$ cat src/design/pffa_pkg.sv
// ----------------------------------------------------------------------------
// pffa_pkg
// Shared sizes, codes and beat types of the page fault frame allocator.
// ----------------------------------------------------------------------------
`default_nettype none

package pffa_pkg;

    localparam int PAGES      = 64;
    localparam int FRAMES     = 16;
    localparam int COUNT_BITS = 16;

    localparam int PAGE_W     = $clog2(PAGES);
    localparam int FRAME_W    = $clog2(FRAMES);
    localparam int SCAN_W     = $clog2(PAGES + 1);

    // widths of the register and field encodings
    localparam int NF_W       = 5;
    localparam int NP_W       = 7;
    localparam int RND_W      = 16;
    localparam int TOTAL_W    = 16;
    localparam int CFG_IDX_W  = 2;
    localparam int CFG_DATA_W = 7;

    localparam logic [CFG_IDX_W-1:0] CFG_REPLACE_MODE  = 2'd0;
    localparam logic [CFG_IDX_W-1:0] CFG_FRAMES_IN_USE = 2'd1;
    localparam logic [CFG_IDX_W-1:0] CFG_PAGES_IN_USE  = 2'd2;

    localparam logic REQ_FAULT   = 1'b0;
    localparam logic REQ_DIRTY   = 1'b1;
    localparam logic MODE_RANDOM = 1'b0;
    localparam logic MODE_NFU    = 1'b1;

    localparam logic [NF_W-1:0] NF_RESET = NF_W'(FRAMES);
    localparam logic [NP_W-1:0] NP_RESET = NP_W'(PAGES);

    typedef struct packed {
        logic             req_type;
        logic [5:0]       page_index;
        logic [RND_W-1:0] random_value;
    } t_in_item;

    typedef struct packed {
        logic [3:0]         frame_given;
        logic               was_resident;
        logic               rejected;
        logic               evicted_valid;
        logic [5:0]         evicted_page;
        logic               write_back;
        logic [TOTAL_W-1:0] fault_total;
    } t_out_item;

    typedef struct packed {
        logic [FRAME_W-1:0]    frame;
        logic                  dirty;
        logic [COUNT_BITS-1:0] count;
    } t_page_ent;

    localparam int PENT_W = $bits(t_page_ent);

    typedef enum logic [3:0] {
        S_IDLE,
        S_LOOK,
        S_MOD,
        S_OWN,
        S_SCAN,
        S_EVICT,
        S_FILL,
        S_DONE
    } t_state;

endpackage

`default_nettype wire

$ cat src/design/pffa_ram.sv
// ----------------------------------------------------------------------------
// pffa_ram
// Generic single-write, single-read memory with a registered read.
// ----------------------------------------------------------------------------
`default_nettype none

module pffa_ram #(
    parameter int WIDTH = 8,
    parameter int DEPTH = 16
) (
    input  wire logic                     i_clk,
    input  wire logic                     i_we,
    input  wire logic [$clog2(DEPTH)-1:0] i_waddr,
    input  wire logic [WIDTH-1:0]         i_wdata,
    input  wire logic [$clog2(DEPTH)-1:0] i_raddr,
    output logic      [WIDTH-1:0]         o_rdata
);

    logic [WIDTH-1:0] r_mem [DEPTH];
    logic [WIDTH-1:0] r_rdata;

    always_ff @(posedge i_clk) begin
        if (i_we) begin
            r_mem[i_waddr] <= i_wdata;
        end
        r_rdata <= r_mem[i_raddr];
    end

    assign o_rdata = r_rdata;

endmodule

`default_nettype wire

$ cat src/design/pffa_rem.sv
// ----------------------------------------------------------------------------
// pffa_rem
// Bit-serial remainder of the random value by the frame count, one bit a cycle.
// ----------------------------------------------------------------------------
`default_nettype none

module pffa_rem
    import pffa_pkg::*;
(
    input  wire logic               i_clk,
    input  wire logic               i_rst_n,
    input  wire logic               i_start,
    input  wire logic [RND_W-1:0]   i_dividend,
    input  wire logic [NF_W-1:0]    i_divisor,
    output logic                    o_done,
    output logic [FRAME_W-1:0]      o_rem
);

    localparam int STEP_W = $clog2(RND_W);

    logic              r_busy;
    logic              r_done;
    logic [STEP_W-1:0] r_step;
    logic [RND_W-1:0]  r_shift;
    logic [NF_W-1:0]   r_rem;
    logic [NF_W-1:0]   r_div;
    logic [NF_W-1:0]   n_trial;

    // remainder stays below the divisor, so one subtract per step is enough
    always_comb begin
        n_trial = {r_rem[NF_W-2:0], r_shift[RND_W-1]};
        if (n_trial >= r_div) begin
            n_trial = n_trial - r_div;
        end
    end

    always_ff @(posedge i_clk) begin
        if (!i_rst_n) begin
            r_busy <= 1'b0;
            r_done <= 1'b0;
        end else begin
            r_done <= 1'b0;
            if (i_start) begin
                r_busy <= 1'b1;
            end else if (r_busy && r_step == '0) begin
                r_busy <= 1'b0;
                r_done <= 1'b1;
            end
        end
    end

    always_ff @(posedge i_clk) begin
        if (i_start) begin
            r_step  <= STEP_W'(RND_W - 1);
            r_shift <= i_dividend;
            r_rem   <= '0;
            r_div   <= i_divisor;
        end else if (r_busy) begin
            r_step  <= r_step - 1'b1;
            r_shift <= {r_shift[RND_W-2:0], 1'b0};
            r_rem   <= n_trial;
        end
    end

    assign o_done = r_done;
    assign o_rem  = r_rem[FRAME_W-1:0];

endmodule

`default_nettype wire

$ cat src/design/page_fault_frame_allocator.sv
// ----------------------------------------------------------------------------
// page_fault_frame_allocator
// Page table and frame pool with random or least-used (NFU) replacement.
// ----------------------------------------------------------------------------
// path: rejects go from S_IDLE to S_DONE and the output register; hits and
//   dirty marks pass S_LOOK first; a miss with a free frame adds S_FILL; a
//   random eviction adds the 16-step remainder unit plus owner and page
//   reads; an NFU eviction adds a scan of the page memory, one entry a cycle.
// throughput: one request at a time, next one taken once the result is in the
//   output register, even while it waits. reset: no memory sweep.
`default_nettype none

module page_fault_frame_allocator
    import pffa_pkg::*;
(
    input  wire logic                  i_clk,
    input  wire logic                  i_rst_n,
    input  wire logic                  i_cfg_we,
    input  wire logic [CFG_IDX_W-1:0]  i_cfg_index,
    input  wire logic [CFG_DATA_W-1:0] i_cfg_data,
    input  wire logic                  i_in_valid,
    output logic                       o_in_stall,
    input  wire t_in_item              i_in_data,
    output logic                       o_out_valid,
    input  wire logic                  i_out_stall,
    output t_out_item                  o_out_data
);

    // configuration
    logic              r_cfg_mode;
    logic [NF_W-1:0]   r_cfg_frames;
    logic [NP_W-1:0]   r_cfg_pages;

    // control state
    t_state            r_state, n_state;
    logic [TOTAL_W-1:0] r_fault, n_fault;
    logic              r_out_valid, n_out_valid;
    logic [PAGES-1:0]  r_valid, n_valid;
    logic [PAGES-1:0]  r_touched, n_touched;
    logic [FRAMES-1:0] r_busy, n_busy;

    // per-request payload
    logic              r_req, n_req;
    logic [PAGE_W-1:0] r_pg, n_pg;
    logic [RND_W-1:0]  r_rnd, n_rnd;
    logic [NF_W-1:0]   r_nf, n_nf;
    logic              r_mode, n_mode;
    t_out_item         r_res, n_res;
    t_out_item         r_out, n_out;
    logic [FRAME_W-1:0] r_f, n_f;
    logic [PAGE_W-1:0] r_victim, n_victim;
    logic [COUNT_BITS-1:0] r_pg_cnt, n_pg_cnt;
    logic              r_pg_dirty, n_pg_dirty;
    logic              r_rd_touched;

    // nfu scan
    logic [SCAN_W-1:0] r_scan_addr, n_scan_addr;
    logic              r_cmp_live, n_cmp_live;
    logic [PAGE_W-1:0] r_cmp_idx, n_cmp_idx;
    logic              r_have, n_have;
    logic [COUNT_BITS-1:0] r_best, n_best;
    logic [FRAME_W-1:0] r_best_frame, n_best_frame;
    logic [PAGE_W-1:0] r_best_idx, n_best_idx;

    // memory ports
    logic              page_we;
    logic [PAGE_W-1:0] page_waddr;
    t_page_ent         page_wdata;
    logic [PAGE_W-1:0] page_raddr;
    logic [PENT_W-1:0] page_rdata;
    t_page_ent         ent;
    logic              own_we;
    logic [FRAME_W-1:0] own_waddr;
    logic [PAGE_W-1:0] own_wdata;
    logic [FRAME_W-1:0] own_raddr;
    logic [PAGE_W-1:0] own_rdata;

    // remainder unit
    logic              rem_start;
    logic              rem_done;
    logic [FRAME_W-1:0] rem_val;

    // combinational helpers
    logic [NF_W-1:0]   eff_nf;
    logic [NP_W-1:0]   eff_np;
    logic              free_found;
    logic [FRAME_W-1:0] free_frame;
    logic [COUNT_BITS-1:0] cnt_inc;
    logic              cand;

    pffa_ram #(.WIDTH(PENT_W), .DEPTH(PAGES)) u_page_ram (
        .i_clk   (i_clk),
        .i_we    (page_we),
        .i_waddr (page_waddr),
        .i_wdata (page_wdata),
        .i_raddr (page_raddr),
        .o_rdata (page_rdata)
    );

    pffa_ram #(.WIDTH(PAGE_W), .DEPTH(FRAMES)) u_owner_ram (
        .i_clk   (i_clk),
        .i_we    (own_we),
        .i_waddr (own_waddr),
        .i_wdata (own_wdata),
        .i_raddr (own_raddr),
        .o_rdata (own_rdata)
    );

    pffa_rem u_rem (
        .i_clk      (i_clk),
        .i_rst_n    (i_rst_n),
        .i_start    (rem_start),
        .i_dividend (r_rnd),
        .i_divisor  (r_nf),
        .o_done     (rem_done),
        .o_rem      (rem_val)
    );

    // entries never written read as zero
    assign ent = r_rd_touched ? t_page_ent'(page_rdata) : '0;

    always_comb begin
        if (r_cfg_frames == '0) begin
            eff_nf = NF_W'(1);
        end else if (r_cfg_frames > NF_RESET) begin
            eff_nf = NF_RESET;
        end else begin
            eff_nf = r_cfg_frames;
        end
        if (r_cfg_pages == '0) begin
            eff_np = NP_W'(1);
        end else if (r_cfg_pages > NP_RESET) begin
            eff_np = NP_RESET;
        end else begin
            eff_np = r_cfg_pages;
        end
    end

    // lowest free frame below the frame limit
    always_comb begin
        free_found = 1'b0;
        free_frame = '0;
        for (int i = FRAMES - 1; i >= 0; i--) begin
            if ((NF_W+1)'(i) < {1'b0, r_nf} && !r_busy[i]) begin
                free_found = 1'b1;
                free_frame = FRAME_W'(i);
            end
        end
    end

    assign cnt_inc = (ent.count == '1) ? ent.count : ent.count + 1'b1;
    assign cand    = r_valid[r_cmp_idx] && ({1'b0, ent.frame} < r_nf)
                     && (!r_have || ent.count < r_best);

    always_comb begin
        n_state      = r_state;
        n_fault      = r_fault;
        n_out_valid  = r_out_valid;
        n_valid      = r_valid;
        n_touched    = r_touched;
        n_busy       = r_busy;
        n_req        = r_req;
        n_pg         = r_pg;
        n_rnd        = r_rnd;
        n_nf         = r_nf;
        n_mode       = r_mode;
        n_res        = r_res;
        n_out        = r_out;
        n_f          = r_f;
        n_victim     = r_victim;
        n_pg_cnt     = r_pg_cnt;
        n_pg_dirty   = r_pg_dirty;
        n_scan_addr  = r_scan_addr;
        n_cmp_live   = r_cmp_live;
        n_cmp_idx    = r_cmp_idx;
        n_have       = r_have;
        n_best       = r_best;
        n_best_frame = r_best_frame;
        n_best_idx   = r_best_idx;
        page_we      = 1'b0;
        page_waddr   = r_pg;
        page_wdata   = ent;
        page_raddr   = r_pg;
        own_we       = 1'b0;
        own_waddr    = r_f;
        own_wdata    = r_pg;
        own_raddr    = rem_val;
        rem_start    = 1'b0;

        if (r_out_valid && !i_out_stall) begin
            n_out_valid = 1'b0;
        end

        case (r_state)
            S_IDLE: begin
                page_raddr = i_in_data.page_index;
                if (i_in_valid) begin
                    n_req  = i_in_data.req_type;
                    n_pg   = i_in_data.page_index;
                    n_rnd  = i_in_data.random_value;
                    n_nf   = eff_nf;
                    n_mode = r_cfg_mode;
                    n_res  = '0;
                    n_res.fault_total = r_fault;
                    if ({1'b0, i_in_data.page_index} >= eff_np) begin
                        n_res.rejected = 1'b1;
                        n_state = S_DONE;
                    end else begin
                        n_state = S_LOOK;
                    end
                end
            end
            S_LOOK: begin
                page_waddr = r_pg;
                if (r_req == REQ_DIRTY) begin
                    if (r_valid[r_pg]) begin
                        page_we = 1'b1;
                        page_wdata = ent;
                        page_wdata.dirty = 1'b1;
                        n_res.frame_given = ent.frame;
                    end
                    n_state = S_DONE;
                end else begin
                    n_fault = r_fault + 1'b1;
                    n_res.fault_total = r_fault + 1'b1;
                    n_pg_cnt   = cnt_inc;
                    n_pg_dirty = ent.dirty;
                    if (r_valid[r_pg]) begin
                        page_we = 1'b1;
                        page_wdata = ent;
                        page_wdata.count = cnt_inc;
                        n_res.was_resident = 1'b1;
                        n_res.frame_given  = ent.frame;
                        n_state = S_DONE;
                    end else if (free_found) begin
                        n_f = free_frame;
                        n_state = S_FILL;
                    end else if (r_mode == MODE_RANDOM) begin
                        rem_start = 1'b1;
                        n_state = S_MOD;
                    end else begin
                        n_scan_addr = '0;
                        n_cmp_live  = 1'b0;
                        n_have      = 1'b0;
                        n_best_idx  = '0;
                        n_state = S_SCAN;
                    end
                end
            end
            S_MOD: begin
                own_raddr = rem_val;
                if (rem_done) begin
                    n_f = rem_val;
                    n_state = S_OWN;
                end
            end
            S_OWN: begin
                page_raddr = own_rdata;
                n_victim = own_rdata;
                n_state = S_EVICT;
            end
            S_SCAN: begin
                page_raddr = r_scan_addr[PAGE_W-1:0];
                if (r_scan_addr < SCAN_W'(PAGES)) begin
                    n_scan_addr = r_scan_addr + 1'b1;
                    n_cmp_live  = 1'b1;
                    n_cmp_idx   = r_scan_addr[PAGE_W-1:0];
                end else begin
                    n_cmp_live  = 1'b0;
                end
                if (r_cmp_live) begin
                    if (cand) begin
                        n_have       = 1'b1;
                        n_best       = ent.count;
                        n_best_frame = ent.frame;
                        n_best_idx   = r_cmp_idx;
                    end else if (r_cmp_idx == '0) begin
                        // no candidate at all falls back on page zero's frame
                        n_best_frame = ent.frame;
                    end
                end
                if (r_scan_addr == SCAN_W'(PAGES) && !r_cmp_live) begin
                    page_raddr = r_best_idx;
                    n_victim = r_best_idx;
                    n_f = r_best_frame;
                    n_state = S_EVICT;
                end
            end
            S_EVICT: begin
                page_we = 1'b1;
                page_waddr = r_victim;
                page_wdata = '0;
                if (r_mode == MODE_RANDOM) begin
                    page_wdata.count = ent.count;
                end
                n_valid[r_victim] = 1'b0;
                n_res.evicted_valid = 1'b1;
                n_res.evicted_page  = r_victim;
                n_res.write_back    = ent.dirty;
                n_state = S_FILL;
            end
            S_FILL: begin
                page_we = 1'b1;
                page_waddr = r_pg;
                page_wdata.frame = r_f;
                page_wdata.dirty = r_pg_dirty;
                page_wdata.count = r_pg_cnt;
                own_we = 1'b1;
                own_waddr = r_f;
                own_wdata = r_pg;
                n_busy[r_f] = 1'b1;
                n_valid[r_pg] = 1'b1;
                n_res.frame_given = r_f;
                n_state = S_DONE;
            end
            S_DONE: begin
                if (!r_out_valid || !i_out_stall) begin
                    n_out = r_res;
                    n_out_valid = 1'b1;
                    n_state = S_IDLE;
                end
            end
            default: begin
                n_state = S_IDLE;
            end
        endcase

        if (page_we) begin
            n_touched[page_waddr] = 1'b1;
        end
    end

    always_ff @(posedge i_clk) begin
        if (!i_rst_n) begin
            r_state      <= S_IDLE;
            r_fault      <= '0;
            r_out_valid  <= 1'b0;
            r_valid      <= '0;
            r_touched    <= '0;
            r_busy       <= '0;
            r_cfg_mode   <= MODE_NFU;
            r_cfg_frames <= NF_RESET;
            r_cfg_pages  <= NP_RESET;
        end else begin
            r_state     <= n_state;
            r_fault     <= n_fault;
            r_out_valid <= n_out_valid;
            r_valid     <= n_valid;
            r_touched   <= n_touched;
            r_busy      <= n_busy;
            if (i_cfg_we) begin
                case (i_cfg_index)
                    CFG_REPLACE_MODE:  r_cfg_mode   <= i_cfg_data[0];
                    CFG_FRAMES_IN_USE: r_cfg_frames <= i_cfg_data[NF_W-1:0];
                    CFG_PAGES_IN_USE:  r_cfg_pages  <= i_cfg_data[NP_W-1:0];
                    default: begin
                    end
                endcase
            end
        end
    end

    always_ff @(posedge i_clk) begin
        r_req        <= n_req;
        r_pg         <= n_pg;
        r_rnd        <= n_rnd;
        r_nf         <= n_nf;
        r_mode       <= n_mode;
        r_res        <= n_res;
        r_out        <= n_out;
        r_f          <= n_f;
        r_victim     <= n_victim;
        r_pg_cnt     <= n_pg_cnt;
        r_pg_dirty   <= n_pg_dirty;
        r_scan_addr  <= n_scan_addr;
        r_cmp_live   <= n_cmp_live;
        r_cmp_idx    <= n_cmp_idx;
        r_have       <= n_have;
        r_best       <= n_best;
        r_best_frame <= n_best_frame;
        r_best_idx   <= n_best_idx;
        r_rd_touched <= r_touched[page_raddr];
    end

    assign o_in_stall  = (r_state != S_IDLE);
    assign o_out_valid = r_out_valid;
    assign o_out_data  = r_out;

endmodule

`default_nettype wire
$ cat config.mk
export PLATFORM = sky130hd
export DESIGN_NAME = page_fault_frame_allocator
export DESIGN_NICKNAME = d
export VERILOG_FILES = /design/src/design/pffa_pkg.sv /design/src/design/pffa_ram.sv /design/src/design/pffa_rem.sv /design/src/design/page_fault_frame_allocator.sv
export SDC_FILE = /design/constraint.sdc
export NUM_CORES = 2
export LEC_CHECK = 0
export ABC_CLOCK_PERIOD_IN_PS = 7200
export BUFFER_PORTS_ARGS = -buffer_cell sky130_fd_sc_hd__buf_2
export CAP_MARGIN = 40
export CELL_PAD_IN_SITES_DETAIL_PLACEMENT = 0
export CELL_PAD_IN_SITES_GLOBAL_PLACEMENT = 1
export CORE_UTILIZATION = 48
export CTS_CLUSTER_DIAMETER = 60
export CTS_CLUSTER_SIZE = 30
export DETAILED_ROUTE_END_ITERATION = 8
export GPL_ROUTABILITY_DRIVEN = 0
export PLACE_DENSITY_LB_ADDON = 0.1
export SYNTH_ARGS = -nofsm -noshare
export SYNTH_HDL_FRONTEND = slang
export SYNTH_SLANG_ARGS = --single-unit
$ cat constraint.sdc
create_clock -name i_clk -period 7.2 [get_ports i_clk]
set_input_delay 1.44 -clock i_clk [delete_from_list [all_inputs] [get_ports i_clk]]
set_output_delay 1.44 -clock i_clk [all_outputs]
set_load 0.005 [all_outputs]
==> metrics.txt <==
M3 GR Usage 4.32%; overall routing resource usage between 20% and 30%; fin area around 85000 um^2; number of distinct library cell variants in the gate-level netlist after synthesis 91; total iterations of the first detailed-routing run 6; stage delay of the slowest cell on the critical path 0.74 ns; width of the die approximately 400 um; number of DRC markers after the initial detailed-route iteration 5484; cells after synthesis 5570; placed cell area approximately 80000 um^2; Max-cap violations 0; clock group share of total power 25.3%; most common library cells after synthesis 1618 x sky130_fd_sc_hd__edfxtp_1, 1094 x sky130_fd_sc_hd__nand2_1, 501 x sky130_fd_sc_hd__nand3_1; Final Cycle Share around 76%; Setup Viol. Count Final 0; fraction of power consumed by sequential logic just under 40%; global routing's busiest layer met2; worst setup slack before clock tree synthesis ~1.8 ns; Crit Path Class flop to flop; count of input and output buffers slightly below 70; chip height around 400 um; Core Rows ~150; predominant post-synthesis flop cell sky130_fd_sc_hd__edfxtp_1; global-route wire length before repair around 330 mm; clock latency at the later pin of the worst-skew pair 0.80 ns; pin count of the biggest net entering global routing between 100 and 150; area delta synth->final 12.4%; Leakage 29.6 nW; area enclosed by the die boundary around 160000 um^2; post-layout minimum cycle time 5.44 ns; number of synthesized flops with an enable pin 1618; arrival time of data at the critical path endpoint ~6 ns; number of top-level pins 69; Reg clk slew, reported paths around 0.080 ns; dominant cell type by area after synthesis sky130_fd_sc_hd__edfxtp_1; count of instances resized after the clock tree is built 0; buffer levels on the longest clock path 3; number of antenna violations at the first check in global routing 9; clock root cell sky130_fd_sc_hd__clkbuf_16; WL final between 200 and 250 mm; post-synthesis sequential element count ~1800; slew at the pin with the worst max-slew slack roughly 0.91 ns; final antenna-violating net count 0; register area share after synthesis 70.0%; post-DR wirelength/cell approximately 30 um; number of global-route vias before repair ~45000; CORE AREA between 150000 and 200000 um^2; H-Tree Level Count 4; count of final max-slew check failures 0; number of warning messages in the yosys log 0; share of layout cells above drive strength 1 ~14%; Layout Skew around 0.043 ns; data required time at the worst endpoint a little under 8 ns; proportion of netlist area held by the largest area contributor between 60% and 70%; Post CTS Setup Buffer Count 0; cts hold-fix bufs 0; number of endpoints with negative hold slack in the final report 0; net switching share of the total power approximately 39%; setup TNS 0 ns; Int Power 20.8 mW; largest fanout of any net on the critical path a little over 50; power after layout 34.0 mW; placed cell count approximately 7600; cell mode on critical path sky130_fd_sc_hd__buf_4; max frequency between 150 and 200 MHz; non-filler cells, final approximately 7900; netlist area before placement around 76000 um^2; Starting Density 48.4%; number of nets in the finished design 5745; class of the most critical hold timing path flop to flop; most frequently used cell type in the post-synthesis netlist sky130_fd_sc_hd__edfxtp_1; total clock buffers created by CTS between 100 and 150; result of the run complete, no violations; vias per std cell between 6 and 7; syn nets 5645; fraction of met2 tracks used by global routing between 40% and 50%; FFs w/ async S/R, synth 0%; residual overflow from global routing 0; portion of total power attributed to combinational logic between 30% and 40%; Global Route met1 Usage approximately two fifths; RSZ-0062 raised after global routing no; Power per Cell Area 400 nW/um^2; max-slew headroom at the worst pin 39.4%; top area cells in the synthesized netlist sky130_fd_sc_hd__edfxtp_1 64%, sky130_fd_sc_hd__dfxtp_1 5.7%, sky130_fd_sc_hd__nand2_1 5.4%; Max IR drop VDD between 300 and 400 uV; TritonCTS clock tree yes; cell with the largest stage delay on the worst path sky130_fd_sc_hd__a2111oi_2; detailed placer's ending HPWL around 140 mm; fin worst setup slack 1.76 ns; per-instance average area after synthesis about 14 um^2; Num Clock Sinks ~1800; CP Capture Type flop; Setup crit start kind flop; via count between 40000 and 50000; worst-path cell chain buf_4 > inv_2 > or3_1 > clkinv_2 > a211oi_1 > o21a_4 > buf_16 > buf_12 > mux2i_1 > mux2_2 > o22ai_1 > a2111oi_2 > buf_4 > nand4b_1; switching power 13.2 mW; remaining design rule violation count 0
## power by group through the flow
stage / clock network (mW) / registers (mW) / logic, mW
2_1_floorplan: 0 / 13.2 / 7.45
5_1_grt: 9.09 / 13.1 / 12.9
6_report: 8.60 / 13.1 / 12.3
3_3_place_gp: 0 / 13.4 / 11.9
3_5_place_dp: 0 / 13.3 / 12.2
4_1_cts: 8.73 / 13.1 / 12.2
## cells by family (layout without fill, tap and decap cells)
kind of cell	count (synthesis)	after routing	share of synthesized area (%)
muxes	498	498	7.85
adders and majority gates	38	38	0.639
and+or+nand+nor	2066	2066	12.3
DFF	1833	1833	70.0
other	0	6	0
buffers and inverters	407	626	2.64
AOI/OAI and AO/OA	680	680	6.00
xor gates and xnor gates	48	48	0.556
## metal layers
metal,up-vias,wire length [um],share of wire [%]
met3,325,17300,7.6
li1,20900,-,-
met4,2,8000,3.5
met2,1968,106000,46
met5,-,13,0.0057
met1,24000,98300,43
## layout by cell type, fill, tap and decap left out, types with 19 or more instances in the layout
master | synthesis | final
sky130_fd_sc_hd__nor2_4 | 1 | 24
sky130_fd_sc_hd__nand2b_1 | 24 | 24
sky130_fd_sc_hd__mux2_2 | 60 | 60
sky130_fd_sc_hd__nor3_1 | 24 | 24
sky130_fd_sc_hd__o21a_1 | 21 | 20
sky130_fd_sc_hd__inv_6 | 0 | 27
sky130_fd_sc_hd__buf_12 | 0 | 39
sky130_fd_sc_hd__ha_1 | 37 | 37
sky130_fd_sc_hd__nand2_1 | 1094 | 1093
sky130_fd_sc_hd__buf_4 | 35 | 155
sky130_fd_sc_hd__a22oi_1 | 28 | 28
sky130_fd_sc_hd__edfxtp_1 | 1618 | 1618
sky130_fd_sc_hd__a21boi_0 | 70 | 70
sky130_fd_sc_hd__a221oi_1 | 19 | 19
sky130_fd_sc_hd__nand3_1 | 501 | 499
sky130_fd_sc_hd__xnor2_1 | 38 | 38
sky130_fd_sc_hd__nand4_1 | 39 | 39
sky130_fd_sc_hd__inv_1 | 67 | 67
sky130_fd_sc_hd__dfxtp_1 | 215 | 213
sky130_fd_sc_hd__nor2b_1 | 25 | 24
sky130_fd_sc_hd__buf_2 | 112 | 78
sky130_fd_sc_hd__nor2_1 | 164 | 97
sky130_fd_sc_hd__a21oi_1 | 105 | 104
sky130_fd_sc_hd__and2_1 | 36 | 36
sky130_fd_sc_hd__o22ai_1 | 20 | 20
sky130_fd_sc_hd__o21ai_0 | 201 | 198
sky130_fd_sc_hd__mux4_2 | 70 | 70
sky130_fd_sc_hd__a21o_1 | 23 | 19
sky130_fd_sc_hd__nor2_2 | 4 | 48
sky130_fd_sc_hd__and4_1 | 19 | 19
sky130_fd_sc_hd__a31oi_1 | 29 | 29
sky130_fd_sc_hd__clkbuf_16 | 0 | 149
sky130_fd_sc_hd__and3_1 | 38 | 36
sky130_fd_sc_hd__mux2i_1 | 368 | 368
## layout make-up
type / count / area, um^2
tap: 2058 / 2570
inverter: 70 / 264
timing repair buffer: 295 / 2770
clock buffer: 160 / 3800
sequential: 1833 / 52900
antenna: 6 / 15.0
multi-input combinational: 3330 / 21400
clock inverter: 101 / 1280
fill: 12800 / 71200
## registers in the layout, indices dropped and copies added, names as in the netlist, 5 cells and up
| signal | count |
|---|---|
| r_res | 30 |
| u_owner_ram.o_rdata | 6 |
| r_best_idx | 6 |
| r_valid | 64 |
| r_cfg_frames | 5 |
| r_nf | 5 |
| r_rnd | 16 |
| own_wdata | 6 |
| u_page_ram.o_rdata | 21 |
| r_scan_addr | 7 |
| r_cmp_idx | 6 |
| r_victim | 6 |
| u_rem.r_shift | 16 |
| u_rem.r_div | 5 |
| u_owner_ram.r_mem | 96 |
| r_fault | 16 |
| o_out_data | 30 |
| r_cfg_pages | 7 |
| r_best | 16 |
| u_page_ram.r_mem | 1344 |
| r_touched | 64 |
| r_busy | 16 |
| r_pg_cnt | 16 |
## path summary, 6_finish.rpt
path / start / endpoint / slack [ns] / cells past startpoint
hold / removal: r_res[10]$_DFFE_PP_ / o_out_data[10]$_DFFE_PP_ / 0.41 / 0
setup reg to reg: r_state[2]$_SDFFE_PN0P_ / u_page_ram.o_rdata[12]$_DFF_P_ / 1.76 / 14
hold reg to reg: r_res[10]$_DFFE_PP_ / o_out_data[10]$_DFFE_PP_ / 0.41 / 0
setup / recovery: r_state[2]$_SDFFE_PN0P_ / u_page_ram.o_rdata[12]$_DFF_P_ / 1.76 / 14
## critical path: cells and delay by family (launching register included)
family,cells,cell delay (ns)
DFF,1,0.30
buffers and inverters,6,1.87
and+or+nand+nor,2,0.68
muxes,2,0.40
AOI/OAI and AO/OA,4,1.97
## stage by stage
stage	utilization, %	hold WS, ns
finish	54.4	0.414
global route	54.4	0.424
CTS	54.4	0.416
detailed placement	51.1	0.405
global placement	50.5	0.400
floorplan	-	0.400
No activity file was read; power rests on OpenSTA's default activity.
